==> config.mk <==
export PLATFORM = sky130hd
export DESIGN_NAME = iwd_queue
export DESIGN_NICKNAME = d
export VERILOG_FILES = /design/src/iwd_pkg.sv /design/src/iwd_queue.sv
export SDC_FILE = /design/constraint.sdc
export NUM_CORES = 1
export LEC_CHECK = 0
export ABC_AREA = 1
export BUFFER_PORTS_ARGS = -buffer_cell sky130_fd_sc_hd__buf_2
export CAP_MARGIN = 20
export CORE_UTILIZATION = 50
export CTS_CLUSTER_DIAMETER = 150
export DETAILED_ROUTE_END_ITERATION = 6
export PLACE_DENSITY = 0.87
export SLEW_MARGIN = 20
export SYNTH_ARGS = -nofsm -noshare
export SYNTH_HDL_FRONTEND = slang
export SYNTH_SLANG_ARGS = --single-unit
==> constraint.sdc <==
create_clock -name clk -period 8.25 [get_ports clk]
set_input_delay 0.825 -clock clk [delete_from_list [all_inputs] [get_ports clk]]
set_output_delay 0.825 -clock clk [all_outputs]
set_load 0.1 [all_outputs]
==> src/iwd_pkg.sv <==
// Shared constants, queue entry type and mixing helpers for the indexed word digest.
package iwd_pkg;

  localparam logic [63:0] MIX_M1   = 64'hBF58476D1CE4E5B9;
  localparam logic [63:0] MIX_M2   = 64'h94D049BB133111EB;
  localparam logic [63:0] LOW_MUL  = 64'h3C79AC492BA7B653;
  localparam logic [63:0] LOW_ADD  = 64'h1C69B3F74AC4AE35;
  localparam logic [63:0] HIGH_MUL = 64'h9E3779B185EBCA87;
  localparam logic [63:0] HIGH_ADD = 64'hD1B54A32D192ED03;
  localparam logic [63:0] FIN_LOW  = 64'hA0761D6478BD642F;
  localparam logic [63:0] FIN_HIGH = 64'hE7037ED1A0B428DB;

  // One keyed word handed from the front end to the back end.
  typedef struct packed {
    logic [63:0] key;
    logic [63:0] pos_rot;
  } q_entry_t;

  function automatic logic [63:0] mix_pre(input logic [63:0] x);
    return x ^ (x >> 30);
  endfunction

  function automatic logic [63:0] mix_mid(input logic [63:0] x);
    return x ^ (x >> 27);
  endfunction

  function automatic logic [63:0] mix_post(input logic [63:0] x);
    return x ^ (x >> 31);
  endfunction

  function automatic logic [63:0] rotl17(input logic [63:0] x);
    return {x[46:0], x[63:47]};
  endfunction

  function automatic logic [63:0] rotl27(input logic [63:0] x);
    return {x[36:0], x[63:37]};
  endfunction

  function automatic logic [63:0] rotl31(input logic [63:0] x);
    return {x[32:0], x[63:33]};
  endfunction

  function automatic logic [63:0] rotl32(input logic [63:0] x);
    return {x[31:0], x[63:32]};
  endfunction

endpackage

==> src/iwd_queue.sv <==
// Small register FIFO carrying keyed words from the front end to the back end.
module iwd_queue #(
  parameter int DEPTH = 2
) (
  input  logic              clk,
  input  logic              rst_n,
  input  logic              wr,
  input  iwd_pkg::q_entry_t wdata,
  output logic              full,
  input  logic              rd,
  output iwd_pkg::q_entry_t rdata,
  output logic              empty
);
  import iwd_pkg::*;

  localparam int PW = (DEPTH > 1) ? $clog2(DEPTH) : 1;
  localparam int CW = $clog2(DEPTH + 1);

  q_entry_t        mem_r [DEPTH];
  logic [PW-1:0]   wr_ptr_r, wr_ptr_nxt;
  logic [PW-1:0]   rd_ptr_r, rd_ptr_nxt;
  logic [CW-1:0]   fill_r, fill_nxt;

  assign full  = (fill_r == CW'(DEPTH));
  assign empty = (fill_r == '0);
  assign rdata = mem_r[rd_ptr_r];

  always_comb begin
    wr_ptr_nxt = wr_ptr_r;
    rd_ptr_nxt = rd_ptr_r;
    fill_nxt   = fill_r;
    if (wr) begin
      wr_ptr_nxt = (wr_ptr_r == PW'(DEPTH - 1)) ? '0 : wr_ptr_r + PW'(1);
    end
    if (rd) begin
      rd_ptr_nxt = (rd_ptr_r == PW'(DEPTH - 1)) ? '0 : rd_ptr_r + PW'(1);
    end
    if (wr && !rd) begin
      fill_nxt = fill_r + CW'(1);
    end else if (rd && !wr) begin
      fill_nxt = fill_r - CW'(1);
    end
  end

  always_ff @(posedge clk) begin
    if (wr) begin
      mem_r[wr_ptr_r] <= wdata;
    end
    if (!rst_n) begin
      wr_ptr_r <= '0;
      rd_ptr_r <= '0;
      fill_r   <= '0;
    end else begin
      wr_ptr_r <= wr_ptr_nxt;
      rd_ptr_r <= rd_ptr_nxt;
      fill_r   <= fill_nxt;
    end
  end

`ifndef ASSERT_OFF
  a_no_write_full: assert property (@(posedge clk) disable iff (!rst_n) full |-> !wr)
    else $error("queue written while full");
  a_no_read_empty: assert property (@(posedge clk) disable iff (!rst_n) empty |-> !rd)
    else $error("queue read while empty");
  a_fill_bound: assert property (@(posedge clk) disable iff (!rst_n)
      fill_r <= CW'(DEPTH))
    else $error("queue fill count beyond depth");
  a_fill_track: assert property (@(posedge clk) disable iff (!rst_n)
      (wr && !rd) |=> (fill_r == $past(fill_r) + CW'(1)))
    else $error("queue fill count lost a transfer");
`endif

endmodule

==> flow_summary.yaml <==
run_status:
  status: "finished, final reports clean"
timing:
  whs_ns: 0.507
  setup_viol: 0
  rsz0062_at_grt: "false"
  period_share_pct: 46.6
  finalHoldViolCount: 0
  tightest_slew_ns: 0.970
  period_needed_ns: 3.85
  setup_tns_ns: 0
  skew_ns: 0.0113
  drv_slew: 0
  setup_ws_ns: 4.40
  relSlewSlack_pct: 35.3
  fmax_ghz: 0.260
clocking:
  clock_path_buffers: 3
  cts_sinks: 261
  cts-resized-gates: 0
  postCtsSetupBuffers: 0
  path_clk_slew_ns: 0.06
  worstSkewPairLatency_ns: 0.50
  cts_buffers: 25
  htree_num_levels: 1
  hold_buffers: 0
  cts_tree: "built"
  cts-root-buf: "clkbuf_16"
synth:
  ys_warn_count: 0
  async_flop_share_pct: 0
  yosysMostFrequentCell: "edfxtp_1"
  synth_area_leaders: "edfxtp_1 (81%), mux2_2 (15%), clkbuf_8 (1.2%)"
  synth_area_sq_um: 9530
  ys_ff_latch: 261
  synth-edff-count: 256
  synth_cells: 433
  syn_avg_cell_area_sq_um: 22.0
  synth_cell_type_count: 13
  yosys-top-cells-count: "edfxtp_1 (256), mux2_2 (128), nor2_1 (9)"
  syn-num-nets: 566
  synth_top_area_share_pct: 80.6
  synthFlopType: "edfxtp_1"
  synth_largest_area_cell: "edfxtp_1"
  ys_seq_area_share_pct: 81.7
place:
  place_area_sq_um: 11000
  post-place-ws_ns: 4.92
  hpwl_microns: 11100
  gp_congestion: 0.744
  portBuffers: 261
drt:
  avgRoutedWirePerCell_microns: 18.0
  first_pass_iters: 4
  via_per_inst: 5.10
  drc: 0
  wl_microns: 17300
  wl_met2_microns: 9090
  wl_met3_microns: 1440
  highest_layer: "met4"
  met1_length_microns: 6100
  drt_iter0_markers: 190
  num_vias: 4901
  drtAntennaViolNets: 0
setup_path:
  cp-start-kind: "flop"
  arrival_ns: 3.02
  required_ns: 7.42
  critical_path_class: "flop to primary output"
  r2r-start: "wr_ptr_r$_SDFFE_PN0P_"
  cp_max_fo: 71
  cp-end-kind: "primary output"
floorplanning:
  rows: 50
  die_x_microns: 140
  io-pin-count: 262
  core_area_sq_um: 18700
  initial_core_util_pct: 51.0
  dieHeight_microns: 140
  die_area_sq_um: 19600
power_and_ir_drop:
  vdd_drop_max_v: 0.000203
  total_power_mw: 3.26
  power.leakage_nw: 4.43
  powerDensity_nw_per_um2: 277
grt:
  antenna_found_initial: 0
  track_usage_pct: 17.4
  grt_remaining_overflow: 0
  grt_max_degree: 73
  grt_pass1_vias: 5259
  grt_pass1_wl_microns: 26200
cells_and_area:
  drive_gt1_share_pct: 58.5
  antennaDiodeCount: 0
  fin_area_sq_um: 11700
  fin_nets: 844
  area_growth_pct: 23.2
hold_path:
  hold_path.startpoint: "rd_ptr_r$_SDFFE_PN0P_"
  hold_class: "flop to flop"
run:
  cap_violations: 0
[state kept, by name, indices dropped and copies added (netlist names), named ones only]
register and cells:
mem_r 256, fill_r 2, wr_ptr_r 1, rd_ptr_r 1
[cells in the final DEF (no fill, tap or decap), types with 2 or more instances in the layout]
cell         n
edfxtp_1   256
buf_4        4
mux2_2     128
clkinv_2     2
bufinv_16    2
inv_1        7
clkbuf_16   25
dfxtp_1      4
buf_2      261
nor2_1       8
clkinv_1     8
clkbuf_1     6
nand2_1      8
[stage by stage]
step | std cells | util (%)
global placement | 918 | 58.8
global route | 961 | 62.8
CTS | 961 | 62.8
floorplan | 433 | -
finish | 961 | 62.8
detailed placement | 918 | 58.8
[final timing paths]
| check | slack [ns] | cells past startpoint | endpoint |
|---|---|---|---|
| hold / removal | 0.51 | 2 | rd_ptr_r$_SDFFE_PN0P_ |
| hold reg to reg | 0.51 | 2 | rd_ptr_r$_SDFFE_PN0P_ |
| setup reg to reg | 5.81 | 3 | mem_r[1][113]$_DFFE_PP_ |
| setup / recovery | 4.40 | 3 | rdata[38] |
[area by class of cell]
cell class	instances	area (sq um)
Inverter	8	32.5
Tap cell	234	293
Sequential cell	261	7790
Multi-Input combinational cell	150	1550
Fill cell	1256	6960
Clock buffer	31	648
Timing Repair Buffer	265	1340
Clock inverter	12	100
[power breakdown]
part / leakage (nW) / switching (mW) / internal (mW)
clock network: 0.364 / 0.435 / 0.614
logic: 1.62 / 0.528 / 0.118
registers: 2.44 / 0.0249 / 1.54
total: 4.43 / 0.987 / 2.27
[per-layer routing]
layer	track usage (%)	up-vias
li1	-	2262
met1	18.2	2388
met2	32.1	203
met3	5.68	48
met4	6.59	0
met5	0	-
[worst max-delay path: stages (launching register included)]
cell     delay (ns)
dfxtp_4        0.82
buf_4          0.78
mux2_2         0.32
buf_2          0.43
[cells by family after synthesis]
family          share of synthesized area [%]
mux                                      15.1
flops                                    81.7
compound gates                          0.105
buf+inv                                  2.18
simple gates                            0.787
fa+ha+maj                               0.131
Power figures use the tool's default switching activity.
