==> src/iwd_pkg.sv <==
// Shared constants, queue entry type and mixing helpers for the indexed word digest.
package iwd_pkg;

  localparam logic [63:0] MIX_M1   = 64'hBF58476D1CE4E5B9;
  localparam logic [63:0] MIX_M2   = 64'h94D049BB133111EB;
  localparam logic [63:0] LOW_MUL  = 64'h3C79AC492BA7B653;
  localparam logic [63:0] LOW_ADD  = 64'h1C69B3F74AC4AE35;
  localparam logic [63:0] HIGH_MUL = 64'h9E3779B185EBCA87;
  localparam logic [63:0] HIGH_ADD = 64'hD1B54A32D192ED03;
  localparam logic [63:0] FIN_LOW  = 64'hA0761D6478BD642F;
  localparam logic [63:0] FIN_HIGH = 64'hE7037ED1A0B428DB;

  // One keyed word handed from the front end to the back end.
  typedef struct packed {
    logic [63:0] key;
    logic [63:0] pos_rot;
  } q_entry_t;

  function automatic logic [63:0] mix_pre(input logic [63:0] x);
    return x ^ (x >> 30);
  endfunction

  function automatic logic [63:0] mix_mid(input logic [63:0] x);
    return x ^ (x >> 27);
  endfunction

  function automatic logic [63:0] mix_post(input logic [63:0] x);
    return x ^ (x >> 31);
  endfunction

  function automatic logic [63:0] rotl17(input logic [63:0] x);
    return {x[46:0], x[63:47]};
  endfunction

  function automatic logic [63:0] rotl27(input logic [63:0] x);
    return {x[36:0], x[63:37]};
  endfunction

  function automatic logic [63:0] rotl31(input logic [63:0] x);
    return {x[32:0], x[63:33]};
  endfunction

  function automatic logic [63:0] rotl32(input logic [63:0] x);
    return {x[31:0], x[63:32]};
  endfunction

endpackage

==> src/iwd_mul64.sv <==
// Multi-cycle 64x64 multiplier giving the low 64 product bits from one 32x32 multiplier.
module iwd_mul64 (
  input  logic        clk,
  input  logic        rst_n,
  input  logic        start,
  input  logic [63:0] a,
  input  logic [63:0] b,
  output logic        done,
  output logic [63:0] p
);

  typedef enum logic [2:0] {
    M_IDLE,
    M_LL,
    M_LH,
    M_HL,
    M_SUM
  } mstate_t;

  mstate_t     state_r, state_nxt;
  logic [63:0] a_r, a_nxt;
  logic [63:0] b_r, b_nxt;
  logic [63:0] prod_r, prod_nxt;
  logic [63:0] acc_r, acc_nxt;
  logic        done_r, done_nxt;
  logic [31:0] mul_x;
  logic [31:0] mul_y;
  logic [63:0] mul_p;

  always_comb begin
    case (state_r)
      M_LH: begin
        mul_x = a_r[31:0];
        mul_y = b_r[63:32];
      end
      M_HL: begin
        mul_x = a_r[63:32];
        mul_y = b_r[31:0];
      end
      default: begin
        mul_x = a_r[31:0];
        mul_y = b_r[31:0];
      end
    endcase
  end

  assign mul_p = {32'h0, mul_x} * {32'h0, mul_y};

  // Cross terms only reach the upper half, so their low 32 bits suffice.
  always_comb begin
    state_nxt = state_r;
    a_nxt     = a_r;
    b_nxt     = b_r;
    prod_nxt  = prod_r;
    acc_nxt   = acc_r;
    done_nxt  = 1'b0;
    case (state_r)
      M_IDLE: begin
        if (start) begin
          a_nxt     = a;
          b_nxt     = b;
          state_nxt = M_LL;
        end
      end
      M_LL: begin
        prod_nxt  = mul_p;
        state_nxt = M_LH;
      end
      M_LH: begin
        acc_nxt   = prod_r;
        prod_nxt  = mul_p;
        state_nxt = M_HL;
      end
      M_HL: begin
        acc_nxt   = acc_r + {prod_r[31:0], 32'h0};
        prod_nxt  = mul_p;
        state_nxt = M_SUM;
      end
      M_SUM: begin
        acc_nxt   = acc_r + {prod_r[31:0], 32'h0};
        done_nxt  = 1'b1;
        state_nxt = M_IDLE;
      end
      default: state_nxt = M_IDLE;
    endcase
  end

  always_ff @(posedge clk) begin
    a_r    <= a_nxt;
    b_r    <= b_nxt;
    prod_r <= prod_nxt;
    acc_r  <= acc_nxt;
    if (!rst_n) begin
      state_r <= M_IDLE;
      done_r  <= 1'b0;
    end else begin
      state_r <= state_nxt;
      done_r  <= done_nxt;
    end
  end

  assign done = done_r;
  assign p    = acc_r;

endmodule

==> src/iwd_front.sv <==
// Front end: accepts words and derives the per-word key from word, position and count.
module iwd_front (
  input  logic              clk,
  input  logic              rst_n,
  input  logic              in_valid,
  output logic              in_stall,
  input  logic [31:0]       in_word,
  input  logic [63:0]       in_position,
  output logic              q_wr,
  output iwd_pkg::q_entry_t q_wdata,
  input  logic              q_full
);
  import iwd_pkg::*;

  typedef enum logic [2:0] {
    S_IDLE,
    S_M1_GO,
    S_M1_WAIT,
    S_M2_GO,
    S_M2_WAIT,
    S_PUSH
  } fstate_t;

  fstate_t     state_r, state_nxt;
  logic [63:0] count_r, count_nxt;
  logic [63:0] x_r, x_nxt;
  logic [63:0] prot_r, prot_nxt;
  logic        mul_start;
  logic [63:0] mul_b;
  logic        mul_done;
  logic [63:0] mul_p;

  assign mul_start = (state_r == S_M1_GO) || (state_r == S_M2_GO);
  assign mul_b     = (state_r == S_M2_GO) ? MIX_M2 : MIX_M1;

  iwd_mul64 u_mul (
    .clk   (clk),
    .rst_n (rst_n),
    .start (mul_start),
    .a     (x_r),
    .b     (mul_b),
    .done  (mul_done),
    .p     (mul_p)
  );

  // The key uses the count before this word.
  always_comb begin
    state_nxt = state_r;
    count_nxt = count_r;
    x_nxt     = x_r;
    prot_nxt  = prot_r;
    case (state_r)
      S_IDLE: begin
        if (in_valid) begin
          x_nxt     = mix_pre(in_position ^ {in_word, 32'h0} ^ count_r);
          prot_nxt  = rotl17(in_position);
          count_nxt = count_r + 64'd1;
          state_nxt = S_M1_GO;
        end
      end
      S_M1_GO:   state_nxt = S_M1_WAIT;
      S_M1_WAIT: begin
        if (mul_done) begin
          x_nxt     = mix_mid(mul_p);
          state_nxt = S_M2_GO;
        end
      end
      S_M2_GO:   state_nxt = S_M2_WAIT;
      S_M2_WAIT: begin
        if (mul_done) begin
          x_nxt     = mix_post(mul_p);
          state_nxt = S_PUSH;
        end
      end
      S_PUSH: begin
        if (!q_full) begin
          state_nxt = S_IDLE;
        end
      end
      default: state_nxt = S_IDLE;
    endcase
  end

  always_ff @(posedge clk) begin
    x_r    <= x_nxt;
    prot_r <= prot_nxt;
    if (!rst_n) begin
      state_r <= S_IDLE;
      count_r <= '0;
    end else begin
      state_r <= state_nxt;
      count_r <= count_nxt;
    end
  end

  assign in_stall        = (state_r != S_IDLE);
  assign q_wr            = (state_r == S_PUSH) && !q_full;
  assign q_wdata.key     = x_r;
  assign q_wdata.pos_rot = prot_r;

endmodule

==> config.mk <==
export PLATFORM = sky130hd
export DESIGN_NAME = iwd_front
export DESIGN_NICKNAME = d
export VERILOG_FILES = /design/src/iwd_pkg.sv /design/src/iwd_mul64.sv /design/src/iwd_front.sv
export SDC_FILE = /design/constraint.sdc
export NUM_CORES = 2
export LEC_CHECK = 0
export BUFFER_PORTS_ARGS = -buffer_cell sky130_fd_sc_hd__buf_2
export CAP_MARGIN = 0
export CORE_UTILIZATION = 40
export DETAILED_ROUTE_END_ITERATION = 10
export PLACE_DENSITY = 0.56
export RECOVER_POWER = 100
export SYNTH_ARGS = -nofsm -noshare
export SYNTH_HDL_FRONTEND = slang
export SYNTH_SLANG_ARGS = --single-unit
==> constraint.sdc <==
create_clock -name clk -period 10.1 [get_ports clk]
set_input_delay 1.515 -clock clk [delete_from_list [all_inputs] [get_ports clk]]
set_output_delay 1.515 -clock clk [all_outputs]
set_load 0.03 [all_outputs]
==> flow_summary.yaml <==
outcome:
  outcome: "finished, violations left"
  failed_checks: "capacitance limit, slew limit"
flow_run:
  maxCapViolations: 11
hold_path:
  min_to: "u_mul.a_r[39]"
  hp-start: "x_r[39]"
  worstHoldPathType: "register to register"
  whs_path_depth: 0
sta:
  slew_headroom_pct: -279
  fin_setup_tns_ps: 0
  fin_hold_ws_ps: 457
  hold_viol: 0
  worstMarginPinSlew_ps: 5660
  period_share_pct: 96.4
  max_freq_mhz: 103
  setup_viol: 0
  finalWorstPathRequiredPeriod_ps: 9740
  slew_viol_final: 569
  rsz0062_at_grt: "no"
  clock_skew_ps: 26.0
critical_path:
  crit_path_max_incr_delay_ps: 660
  worst_ep_required_time_ps: 10420
  start_kind: "register"
  cp-end-kind: "register"
  critPathKind: "register to register"
  r2r_slack_ps: 360
  cp.arrival_ps: 10060
  r2r-end: "u_mul.prod_r[62]"
  slowest_stage: "fa_1"
  path_max_fanout: 21
  timing.rr.start: "u_mul.state_r[2]"
  crit_top_cell: "fa_1"
  r2r.worst_path.cells: 29
cells_and_area:
  final_net_count: 5993
  nFillCells: 11400
  regArea_um2: 11100
  syn2layout_area_growth_pct: 9.07
  drive_above_1_share_pct: 5.49
  multiInputGateArea_um2: 31800
yosys:
  syn_nets: 5745
  synthFlopType: "edfxtp_1"
  yosys_warnings: 0
  synth_largest_area_cell: "fa_1"
  yosys.cell_types.count: 88
  yosys.cell_count.top_type: "inv_1"
  syn_avg_cell_area_um2: 10.5
  synthesis.area_um2: 47000
  synth_edf_count: 322
  ys_seq_area_share_pct: 23.6
  netlist_top_cells_count: "inv_1 (948), fa_1 (827), ha_1 (360)"
  synth.area.top_cells: "fa_1 (35%), edfxtp_1 (21%), ha_1 (9.6%)"
  synth_cells: 4458
  synth_top_area_share_pct: 35.2
  synth.ff_latch_count: 393
  async_reset_ff_share_pct: 0
floorplanning:
  initial_core_util_pct: 40.4
  core_um2: 116000
  die_w_um: 345
  io_pins: 230
  die-area_um2: 119000
  fp-row-count: 125
  die_h_um: 345
clocking:
  cts_buffers: 43
  root_buffer: "clkbuf_16"
  clkTransAtPathRegs_ps: 60
  htree_levels: 2
  cts_tree: "yes"
  cts_resized: 0
  cts_buffer_depth: 3
  post_cts_buffers: 0
  clock_sinks: 393
  cts_hold_buffers: 0
  insertion_delay_ps: 580
detailed_routing:
  drt_iter0_markers: 3155
  drc: 0
  wire_per_inst_um: 26.7
  drt_wl_total_um: 167000
  vias: 33800
  drt_pass1_iterations: 6
  viasPerCell: 5.39
  ant_nets: 0
placed_design:
  gp_congestion: 1.01
  dp_hpwl_um: 144000
  portBuffers: 229
global_routing:
  grt_pass1_wl_um: 244000
  grt_pass1_vias: 35200
  grt_max_degree: 91
  antenna_found_initial: 5
  track_usage_pct: 28.7
  globalRouteOverflowTotal: 0
worst max path at each step:
stage	start	to	slack (ps)	cells after the start
finish	u_mul.state_r[2]	u_mul.prod_r[62]	360	29
CTS	u_mul.state_r[2]	u_mul.prod_r[62]	200	27
detailed placement	u_mul.state_r[2]	u_mul.prod_r[62]	250	27
global placement	u_mul.state_r[2]	u_mul.prod_r[60]	290	26
global route	u_mul.state_r[0]	u_mul.prod_r[60]	10	28
floorplan	u_mul.state_r[1]	u_mul.prod_r[60]	800	29
worst max-delay path, delay by kind of cell, from the launching register on:
kind,cells,cell delay (ps)
adders and majority gates,9,4570
AOI/OAI and AO/OA,6,1470
xor gates and xnor gates,1,70
muxes,1,480
buffers and inverters,6,920
DFF,1,460
and+or+nand+nor,6,1500
layout by cell type, fill, tap and decap left out, types with 15 or more instances in the layout:
cell	n
nor2b_1	20
edfxtp_1	322
o21bai_1	26
and2_1	44
a21oi_1	130
xor2_1	74
ha_1	360
nor2_1	302
mux2_2	26
a21o_1	39
dfxtp_1	71
nand3_1	44
fa_1	827
xnor2_1	201
clkinv_1	15
or3_1	17
o221a_2	33
and3_1	53
nand4_1	35
inv_1	947
buf_2	35
a221oi_1	37
buf_4	76
clkbuf_16	44
nand2_1	300
and2_0	35
o21ai_0	171
o22ai_1	35
clkbuf_1	219
nor3_1	24
kinds of logic after synthesis:
group,count (synthesis),share of synthesized area [%]
multiplexers,35,0.822
buffers and inverters,1074,8.61
AO/OA/AOI/OAI,561,7.81
adder cells (fa/ha/maj),1187,44.8
AND/OR/NAND/NOR,933,9.25
flip-flops,393,23.6
XOR/XNOR,275,5.12
state kept, by name, summed over array words and instances, names as in the netlist:
name / flops
count_r: 64
prot_r: 64
u_mul.a_r: 64
u_mul.p: 64
u_mul.prod_r: 64
x_r: 64
state_r: 3
u_mul.state_r: 3
u_mul.b_r: 2
u_mul.done: 1
area by class of cell:
type                    count  share of cell area [%]
well taps                1524                    3.72
multi-input cells        2991                    62.1
repair buffers            326                    3.08
inverters                 951                    6.96
diodes                      1                 0.00488
clock inverters            25                   0.307
clock buffers              53                    2.21
flip-flops and latches    393                    21.6
layer usage:
layer | GRT usage [%] | routed length (um) | vias to the layer above
met2 | 45.0 | 76800 | 1436
met5 | 0 | 13 | -
li1 | - | - | 14800
met4 | 10.4 | 6920 | 2
met3 | 4.47 | 12100 | 274
met1 | 40.2 | 71400 | 17300
through the flow:
step,setup WS [ps],area (um2),cells,util (%)
floorplan,803,47000,4458,-
global placement,294,50400,6185,43.3
detailed placement,245,50400,6185,43.3
CTS,203,51700,6263,44.4
global route,10.7,51300,6264,44.1
finish,364,51300,6264,44.1
Power is left out: the tool's default activity adds up to more than one toggle a clock period on the data nets, which glitch-free logic cannot reach.
