$ cat config.mk
export PLATFORM = sky130hd
export DESIGN_NAME = iwd_back
export DESIGN_NICKNAME = d
export VERILOG_FILES = /design/src/iwd_pkg.sv /design/src/iwd_mul64.sv /design/src/iwd_back.sv
export SDC_FILE = /design/constraint.sdc
export NUM_CORES = 2
export LEC_CHECK = 0
export BUFFER_PORTS_ARGS = -buffer_cell sky130_fd_sc_hd__buf_2
export CAP_MARGIN = 20
export CORE_ASPECT_RATIO = 0.8
export CORE_MARGIN = 3
export CORE_UTILIZATION = 59
export CTS_BUF_LIST = sky130_fd_sc_hd__clkbuf_2
export CTS_CLUSTER_SIZE = 10
export DETAILED_ROUTE_END_ITERATION = 12
export GPL_ROUTABILITY_DRIVEN = 1
export PLACE_DENSITY = 0.77
export SKIP_LAST_GASP = 1
export SYNTH_ARGS = -nofsm -noshare
export SYNTH_HDL_FRONTEND = slang
export SYNTH_SLANG_ARGS = --single-unit
$ cat constraint.sdc
create_clock -name clk -period 11 [get_ports clk]
set_input_delay 0.55 -clock clk [delete_from_list [all_inputs] [get_ports clk]]
set_output_delay 0.55 -clock clk [all_outputs]
set_load 0.01 [all_outputs]
$ cat src/iwd_pkg.sv
// Shared constants, queue entry type and mixing helpers for the indexed word digest.
package iwd_pkg;

  localparam logic [63:0] MIX_M1   = 64'hBF58476D1CE4E5B9;
  localparam logic [63:0] MIX_M2   = 64'h94D049BB133111EB;
  localparam logic [63:0] LOW_MUL  = 64'h3C79AC492BA7B653;
  localparam logic [63:0] LOW_ADD  = 64'h1C69B3F74AC4AE35;
  localparam logic [63:0] HIGH_MUL = 64'h9E3779B185EBCA87;
  localparam logic [63:0] HIGH_ADD = 64'hD1B54A32D192ED03;
  localparam logic [63:0] FIN_LOW  = 64'hA0761D6478BD642F;
  localparam logic [63:0] FIN_HIGH = 64'hE7037ED1A0B428DB;

  // One keyed word handed from the front end to the back end.
  typedef struct packed {
    logic [63:0] key;
    logic [63:0] pos_rot;
  } q_entry_t;

  function automatic logic [63:0] mix_pre(input logic [63:0] x);
    return x ^ (x >> 30);
  endfunction

  function automatic logic [63:0] mix_mid(input logic [63:0] x);
    return x ^ (x >> 27);
  endfunction

  function automatic logic [63:0] mix_post(input logic [63:0] x);
    return x ^ (x >> 31);
  endfunction

  function automatic logic [63:0] rotl17(input logic [63:0] x);
    return {x[46:0], x[63:47]};
  endfunction

  function automatic logic [63:0] rotl27(input logic [63:0] x);
    return {x[36:0], x[63:37]};
  endfunction

  function automatic logic [63:0] rotl31(input logic [63:0] x);
    return {x[32:0], x[63:33]};
  endfunction

  function automatic logic [63:0] rotl32(input logic [63:0] x);
    return {x[31:0], x[63:32]};
  endfunction

endpackage

$ cat src/iwd_mul64.sv
// Multi-cycle 64x64 multiplier giving the low 64 product bits from one 32x32 multiplier.
module iwd_mul64 (
  input  logic        clk,
  input  logic        rst_n,
  input  logic        start,
  input  logic [63:0] a,
  input  logic [63:0] b,
  output logic        done,
  output logic [63:0] p
);

  typedef enum logic [2:0] {
    M_IDLE,
    M_LL,
    M_LH,
    M_HL,
    M_SUM
  } mstate_t;

  mstate_t     state_r, state_nxt;
  logic [63:0] a_r, a_nxt;
  logic [63:0] b_r, b_nxt;
  logic [63:0] prod_r, prod_nxt;
  logic [63:0] acc_r, acc_nxt;
  logic        done_r, done_nxt;
  logic [31:0] mul_x;
  logic [31:0] mul_y;
  logic [63:0] mul_p;

  always_comb begin
    case (state_r)
      M_LH: begin
        mul_x = a_r[31:0];
        mul_y = b_r[63:32];
      end
      M_HL: begin
        mul_x = a_r[63:32];
        mul_y = b_r[31:0];
      end
      default: begin
        mul_x = a_r[31:0];
        mul_y = b_r[31:0];
      end
    endcase
  end

  assign mul_p = {32'h0, mul_x} * {32'h0, mul_y};

  // Cross terms only reach the upper half, so their low 32 bits suffice.
  always_comb begin
    state_nxt = state_r;
    a_nxt     = a_r;
    b_nxt     = b_r;
    prod_nxt  = prod_r;
    acc_nxt   = acc_r;
    done_nxt  = 1'b0;
    case (state_r)
      M_IDLE: begin
        if (start) begin
          a_nxt     = a;
          b_nxt     = b;
          state_nxt = M_LL;
        end
      end
      M_LL: begin
        prod_nxt  = mul_p;
        state_nxt = M_LH;
      end
      M_LH: begin
        acc_nxt   = prod_r;
        prod_nxt  = mul_p;
        state_nxt = M_HL;
      end
      M_HL: begin
        acc_nxt   = acc_r + {prod_r[31:0], 32'h0};
        prod_nxt  = mul_p;
        state_nxt = M_SUM;
      end
      M_SUM: begin
        acc_nxt   = acc_r + {prod_r[31:0], 32'h0};
        done_nxt  = 1'b1;
        state_nxt = M_IDLE;
      end
      default: state_nxt = M_IDLE;
    endcase
  end

  always_ff @(posedge clk) begin
    a_r    <= a_nxt;
    b_r    <= b_nxt;
    prod_r <= prod_nxt;
    acc_r  <= acc_nxt;
    if (!rst_n) begin
      state_r <= M_IDLE;
      done_r  <= 1'b0;
    end else begin
      state_r <= state_nxt;
      done_r  <= done_nxt;
    end
  end

  assign done = done_r;
  assign p    = acc_r;

endmodule

$ cat src/iwd_back.sv
// Back end: updates both lanes with each key, finalises the digest and holds the result.
module iwd_back (
  input  logic              clk,
  input  logic              rst_n,
  input  logic              q_empty,
  input  iwd_pkg::q_entry_t q_rdata,
  output logic              q_rd,
  output logic              out_valid,
  input  logic              out_stall,
  output logic [63:0]       out_digest_low,
  output logic [63:0]       out_digest_high,
  output logic [63:0]       out_words_absorbed
);
  import iwd_pkg::*;

  typedef enum logic [3:0] {
    S_IDLE,
    S_LL_GO,
    S_LL_WAIT,
    S_LH_GO,
    S_LH_WAIT,
    S_MIXA_GO,
    S_MIXA_WAIT,
    S_MIXB_GO,
    S_MIXB_WAIT,
    S_OUT
  } bstate_t;

  bstate_t     state_r, state_nxt;
  logic [63:0] lane_low_r, lane_low_nxt;
  logic [63:0] lane_high_r, lane_high_nxt;
  logic [63:0] count_r, count_nxt;
  logic [63:0] t_r, t_nxt;
  logic [63:0] h_r, h_nxt;
  logic [63:0] x_r, x_nxt;
  logic [63:0] dl_r, dl_nxt;
  logic        sel_hi_r, sel_hi_nxt;
  logic        out_valid_r, out_valid_nxt;
  logic [63:0] out_dl_r, out_dl_nxt;
  logic [63:0] out_dh_r, out_dh_nxt;
  logic [63:0] out_cnt_r, out_cnt_nxt;
  logic        mul_start;
  logic [63:0] mul_a;
  logic [63:0] mul_b;
  logic        mul_done;
  logic [63:0] mul_p;
  logic [63:0] mix_res;

  always_comb begin
    mul_start = 1'b0;
    mul_a     = x_r;
    mul_b     = MIX_M1;
    case (state_r)
      S_LL_GO: begin
        mul_start = 1'b1;
        mul_a     = t_r;
        mul_b     = LOW_MUL;
      end
      S_LH_GO: begin
        mul_start = 1'b1;
        mul_a     = h_r;
        mul_b     = HIGH_MUL;
      end
      S_MIXA_GO: begin
        mul_start = 1'b1;
      end
      S_MIXB_GO: begin
        mul_start = 1'b1;
        mul_b     = MIX_M2;
      end
      default: mul_start = 1'b0;
    endcase
  end

  iwd_mul64 u_mul (
    .clk   (clk),
    .rst_n (rst_n),
    .start (mul_start),
    .a     (mul_a),
    .b     (mul_b),
    .done  (mul_done),
    .p     (mul_p)
  );

  assign mix_res = mix_post(mul_p);
  assign q_rd    = (state_r == S_IDLE) && !q_empty;

  always_comb begin
    state_nxt     = state_r;
    lane_low_nxt  = lane_low_r;
    lane_high_nxt = lane_high_r;
    count_nxt     = count_r;
    t_nxt         = t_r;
    h_nxt         = h_r;
    x_nxt         = x_r;
    dl_nxt        = dl_r;
    sel_hi_nxt    = sel_hi_r;
    out_valid_nxt = out_valid_r && out_stall;
    out_dl_nxt    = out_dl_r;
    out_dh_nxt    = out_dh_r;
    out_cnt_nxt   = out_cnt_r;
    case (state_r)
      S_IDLE: begin
        if (!q_empty) begin
          t_nxt     = rotl27(lane_low_r ^ q_rdata.key);
          h_nxt     = rotl31(lane_high_r + (q_rdata.key ^ q_rdata.pos_rot));
          count_nxt = count_r + 64'd1;
          state_nxt = S_LL_GO;
        end
      end
      S_LL_GO:   state_nxt = S_LL_WAIT;
      S_LL_WAIT: begin
        if (mul_done) begin
          lane_low_nxt = mul_p + LOW_ADD;
          state_nxt    = S_LH_GO;
        end
      end
      S_LH_GO:   state_nxt = S_LH_WAIT;
      S_LH_WAIT: begin
        if (mul_done) begin
          lane_high_nxt = mul_p + HIGH_ADD;
          x_nxt         = mix_pre(lane_low_r ^ count_r ^ FIN_LOW);
          sel_hi_nxt    = 1'b0;
          state_nxt     = S_MIXA_GO;
        end
      end
      S_MIXA_GO:   state_nxt = S_MIXA_WAIT;
      S_MIXA_WAIT: begin
        if (mul_done) begin
          x_nxt     = mix_mid(mul_p);
          state_nxt = S_MIXB_GO;
        end
      end
      S_MIXB_GO:   state_nxt = S_MIXB_WAIT;
      S_MIXB_WAIT: begin
        if (mul_done) begin
          if (!sel_hi_r) begin
            // Low half done; the high half folds it in.
            dl_nxt     = mix_res;
            x_nxt      = mix_pre(lane_high_r ^ rotl32(count_r) ^ mix_res ^ FIN_HIGH);
            sel_hi_nxt = 1'b1;
            state_nxt  = S_MIXA_GO;
          end else begin
            x_nxt     = mix_res;
            state_nxt = S_OUT;
          end
        end
      end
      S_OUT: begin
        if (!out_valid_r || !out_stall) begin
          out_valid_nxt = 1'b1;
          out_dl_nxt    = dl_r;
          out_dh_nxt    = x_r;
          out_cnt_nxt   = count_r;
          state_nxt     = S_IDLE;
        end
      end
      default: state_nxt = S_IDLE;
    endcase
  end

  always_ff @(posedge clk) begin
    t_r       <= t_nxt;
    h_r       <= h_nxt;
    x_r       <= x_nxt;
    dl_r      <= dl_nxt;
    sel_hi_r  <= sel_hi_nxt;
    out_dl_r  <= out_dl_nxt;
    out_dh_r  <= out_dh_nxt;
    out_cnt_r <= out_cnt_nxt;
    if (!rst_n) begin
      state_r     <= S_IDLE;
      lane_low_r  <= '0;
      lane_high_r <= '0;
      count_r     <= '0;
      out_valid_r <= 1'b0;
    end else begin
      state_r     <= state_nxt;
      lane_low_r  <= lane_low_nxt;
      lane_high_r <= lane_high_nxt;
      count_r     <= count_nxt;
      out_valid_r <= out_valid_nxt;
    end
  end

  assign out_valid          = out_valid_r;
  assign out_digest_low     = out_dl_r;
  assign out_digest_high    = out_dh_r;
  assign out_words_absorbed = out_cnt_r;

endmodule

==> results.cfg <==
[sta]
finalSetupViolCount = 0
drv_slew = 0
fin_worst_skew_ps = 165.4
rsz0062_at_grt = no
max_freq_mhz = 97.53
period_share = 0.9321
timing.setup.tns_ps = 0
period_minus_slack_ps = 10250
report.final.hold_viol_count = 0
max-slew-margin-rel = 0.06727
worst_pin_slew_ps = 1384

[place]
gp_congestion = 1.100
hpwl_um = 255900
port_buffers = 325

[routing]
dr.pass1.iters = 9
via_per_inst = 6.525
drc = 0
dr.first_iter.drc_count = 11450
final_antenna_net_count = 0
via_count = 64540
wire_per_inst_um = 32.94
wirelength_um = 325800

[grt]
grt_pass1_wl_um = 456300
antenna_found_initial = 32
grt_max_degree = 133
gr-total-overflow = 0
grt_use_total = 0.4930
grt_pass1_vias = 61960

[clock_network]
insertion_delay_ps = 1640
cts_buffers = 191
root_buffer = clkbuf_2
cts.clk_slew.worst_paths_ps = 130
cts_post_setup_buffers_inserted = 0
post_cts_resized = 0
cts_tree = yes
cts_buffer_depth = 3
clock-sinks = 856
htreeDepth = 4

[run]
cap_violations = 0

[logic_synthesis]
synth-seq-cells = 856
async_flop_share = 0
synth_top_area_frac = 0.2628
synthTopCellsByArea = edfxtp_1, fa_1, ha_1, dfxtp_1, inv_1
synth_area_sq_um = 74850
synth_edf_count = 655
ys_types = 102
syn_inst = 7564
yosys.area.top_type = edfxtp_1
yosys_warnings = 0
synth_ff_type = edfxtp_1
synth_area_per_cell_sq_um = 9.895
syn-num-nets = 8951
yosysSeqAreaShare = 0.3165

[worst_setup_path]
cp-end-kind = register
path_max_fanout = 66
critPathArrivalTime_ps = 11580
required_ps = 12330
worst_setup_path_start_kind = register
critPathKind = register to register

[min_path]
hold_path_class = input pin to register

[die]
num_io_pins = 326
core.rowCount = 116
design.die.area_sq_um = 131200
die_w_um = 404.2
core_area_sq_um = 125500
die_h_um = 324.6
initial_core_util = 0.5962

[cells_and_area]
area_growth_pct = 10.44
fin_nets = 9455
fillers = 9905
layout-drive-gt1-share = 0.1163

[status]
outcome = finished, final reports clean
## cell usage in the layout, fill, tap and decap left out, types with 197 or more instances in the layout
cell type / Yosys / routed
xor2_1: 386 / 386
ha_1: 388 / 388
xnor2_1: 340 / 340
dfxtp_1: 201 / 201
nand2_1: 783 / 782
nor2_1: 830 / 819
dlygate4sd3_1: 0 / 222
a21oi_1: 311 / 304
buf_2: 19 / 325
inv_1: 951 / 947
clkbuf_2: 1 / 286
fa_1: 867 / 867
o21ai_0: 197 / 197
edfxtp_1: 655 / 655
## worst paths after layout
check | from | end | slack (ps) | depth (start not counted)
max | u_mul.state_r[2] | u_mul.prod_r[44] | 750 | 25
min | q_rdata[1] | h_r[32] | 150 | 4
min reg2reg | x_r[13] | out_digest_high[13] | 400 | 0
max reg2reg | u_mul.state_r[2] | u_mul.prod_r[44] | 750 | 25
## worst max-delay path, cell delays in order (launching register included)
cell,delay (ps)
dfxtp_1,540
nand3b_1,210
buf_12,310
mux2_2,550
inv_1,540
nor3_1,690
fa_1,560
fa_1,500
fa_1,540
inv_1,60
fa_1,490
inv_1,60
fa_1,480
fa_1,560
fa_1,420
fa_1,440
ha_1,390
a21oi_1,260
o21ai_0,160
a221oi_1,300
o21ai_0,170
a221oi_1,640
nand2_1,320
a31oi_2,390
o21ai_0,170
xor2_1,170
## logic make-up after synthesis
logic type	share of synthesized area
AOI/OAI and AO/OA	0.09714
DFF	0.3165
and+or+nand+nor	0.1283
adders and majority gates	0.2968
buffers and inverters	0.06999
muxes	0.006302
xor gates and xnor gates	0.08495
## layout make-up
| type | instances | area [sq um] | area share |
|---|---|---|---|
| clock buffers | 286 | 1431 | 0.01732 |
| multi-input cells | 5322 | 46090 | 0.5575 |
| repair buffers | 735 | 5321 | 0.06438 |
| diodes | 12 | 30.03 | 0.0003633 |
| well taps | 1652 | 2067 | 0.02501 |
| flip-flops and latches | 856 | 23690 | 0.2866 |
| clock inverters | 66 | 415.4 | 0.005025 |
| inverters | 962 | 3616 | 0.04375 |
## synthesized netlist by cell type (all sizes together), types with 38 or more instances
library cell,number
buf,75
nand2b,38
clkbuf,349
inv,952
a21oi,311
a22oi,79
ha,388
nor3,143
a211oi,70
nand4,42
and3,67
nand2,784
edfxtp,655
dfxtp,201
nand3,119
nor2,831
xnor2,340
and2,52
fa,867
a21o,114
o21ai,215
xor2,386
## per-stage QoR
stage / util / area [sq um] / setup WS, ps / instances / hold slack, ps
6_report: 0.6584 / 82660 / 746.8 / 9891 / 149.3
5_1_grt: 0.6583 / 82640 / 566.8 / 9884 / 118.6
2_1_floorplan: - / 74850 / 130.3 / 7564 / 400.3
4_1_cts: 0.6579 / 82600 / 1085 / 9876 / 2.969
3_5_place_dp: 0.6255 / 78530 / 1106 / 9302 / 405.2
3_3_place_gp: 0.6254 / 78510 / 1127 / 9300 / 403.4
## what timing repair did
action / 4_1_cts / 5_1_grt
endpoints found under the hold margin: 342 / 0
endpoints found under the setup margin: 0 / 0
hold buffers: 222 / 0
## routing by layer
metal | global-route usage | wire [um] | part of all wire
met4 | 0.1907 | 15790 | 0.048
met5 | 0.01535 | 512 | 0.0016
met3 | 0.2831 | 66930 | 0.21
met2 | 0.6061 | 119000 | 0.37
met1 | 0.7027 | 123500 | 0.38
Power is not shown: default switching activity piles up to over one toggle a cycle in this logic, so the estimate is an artifact.
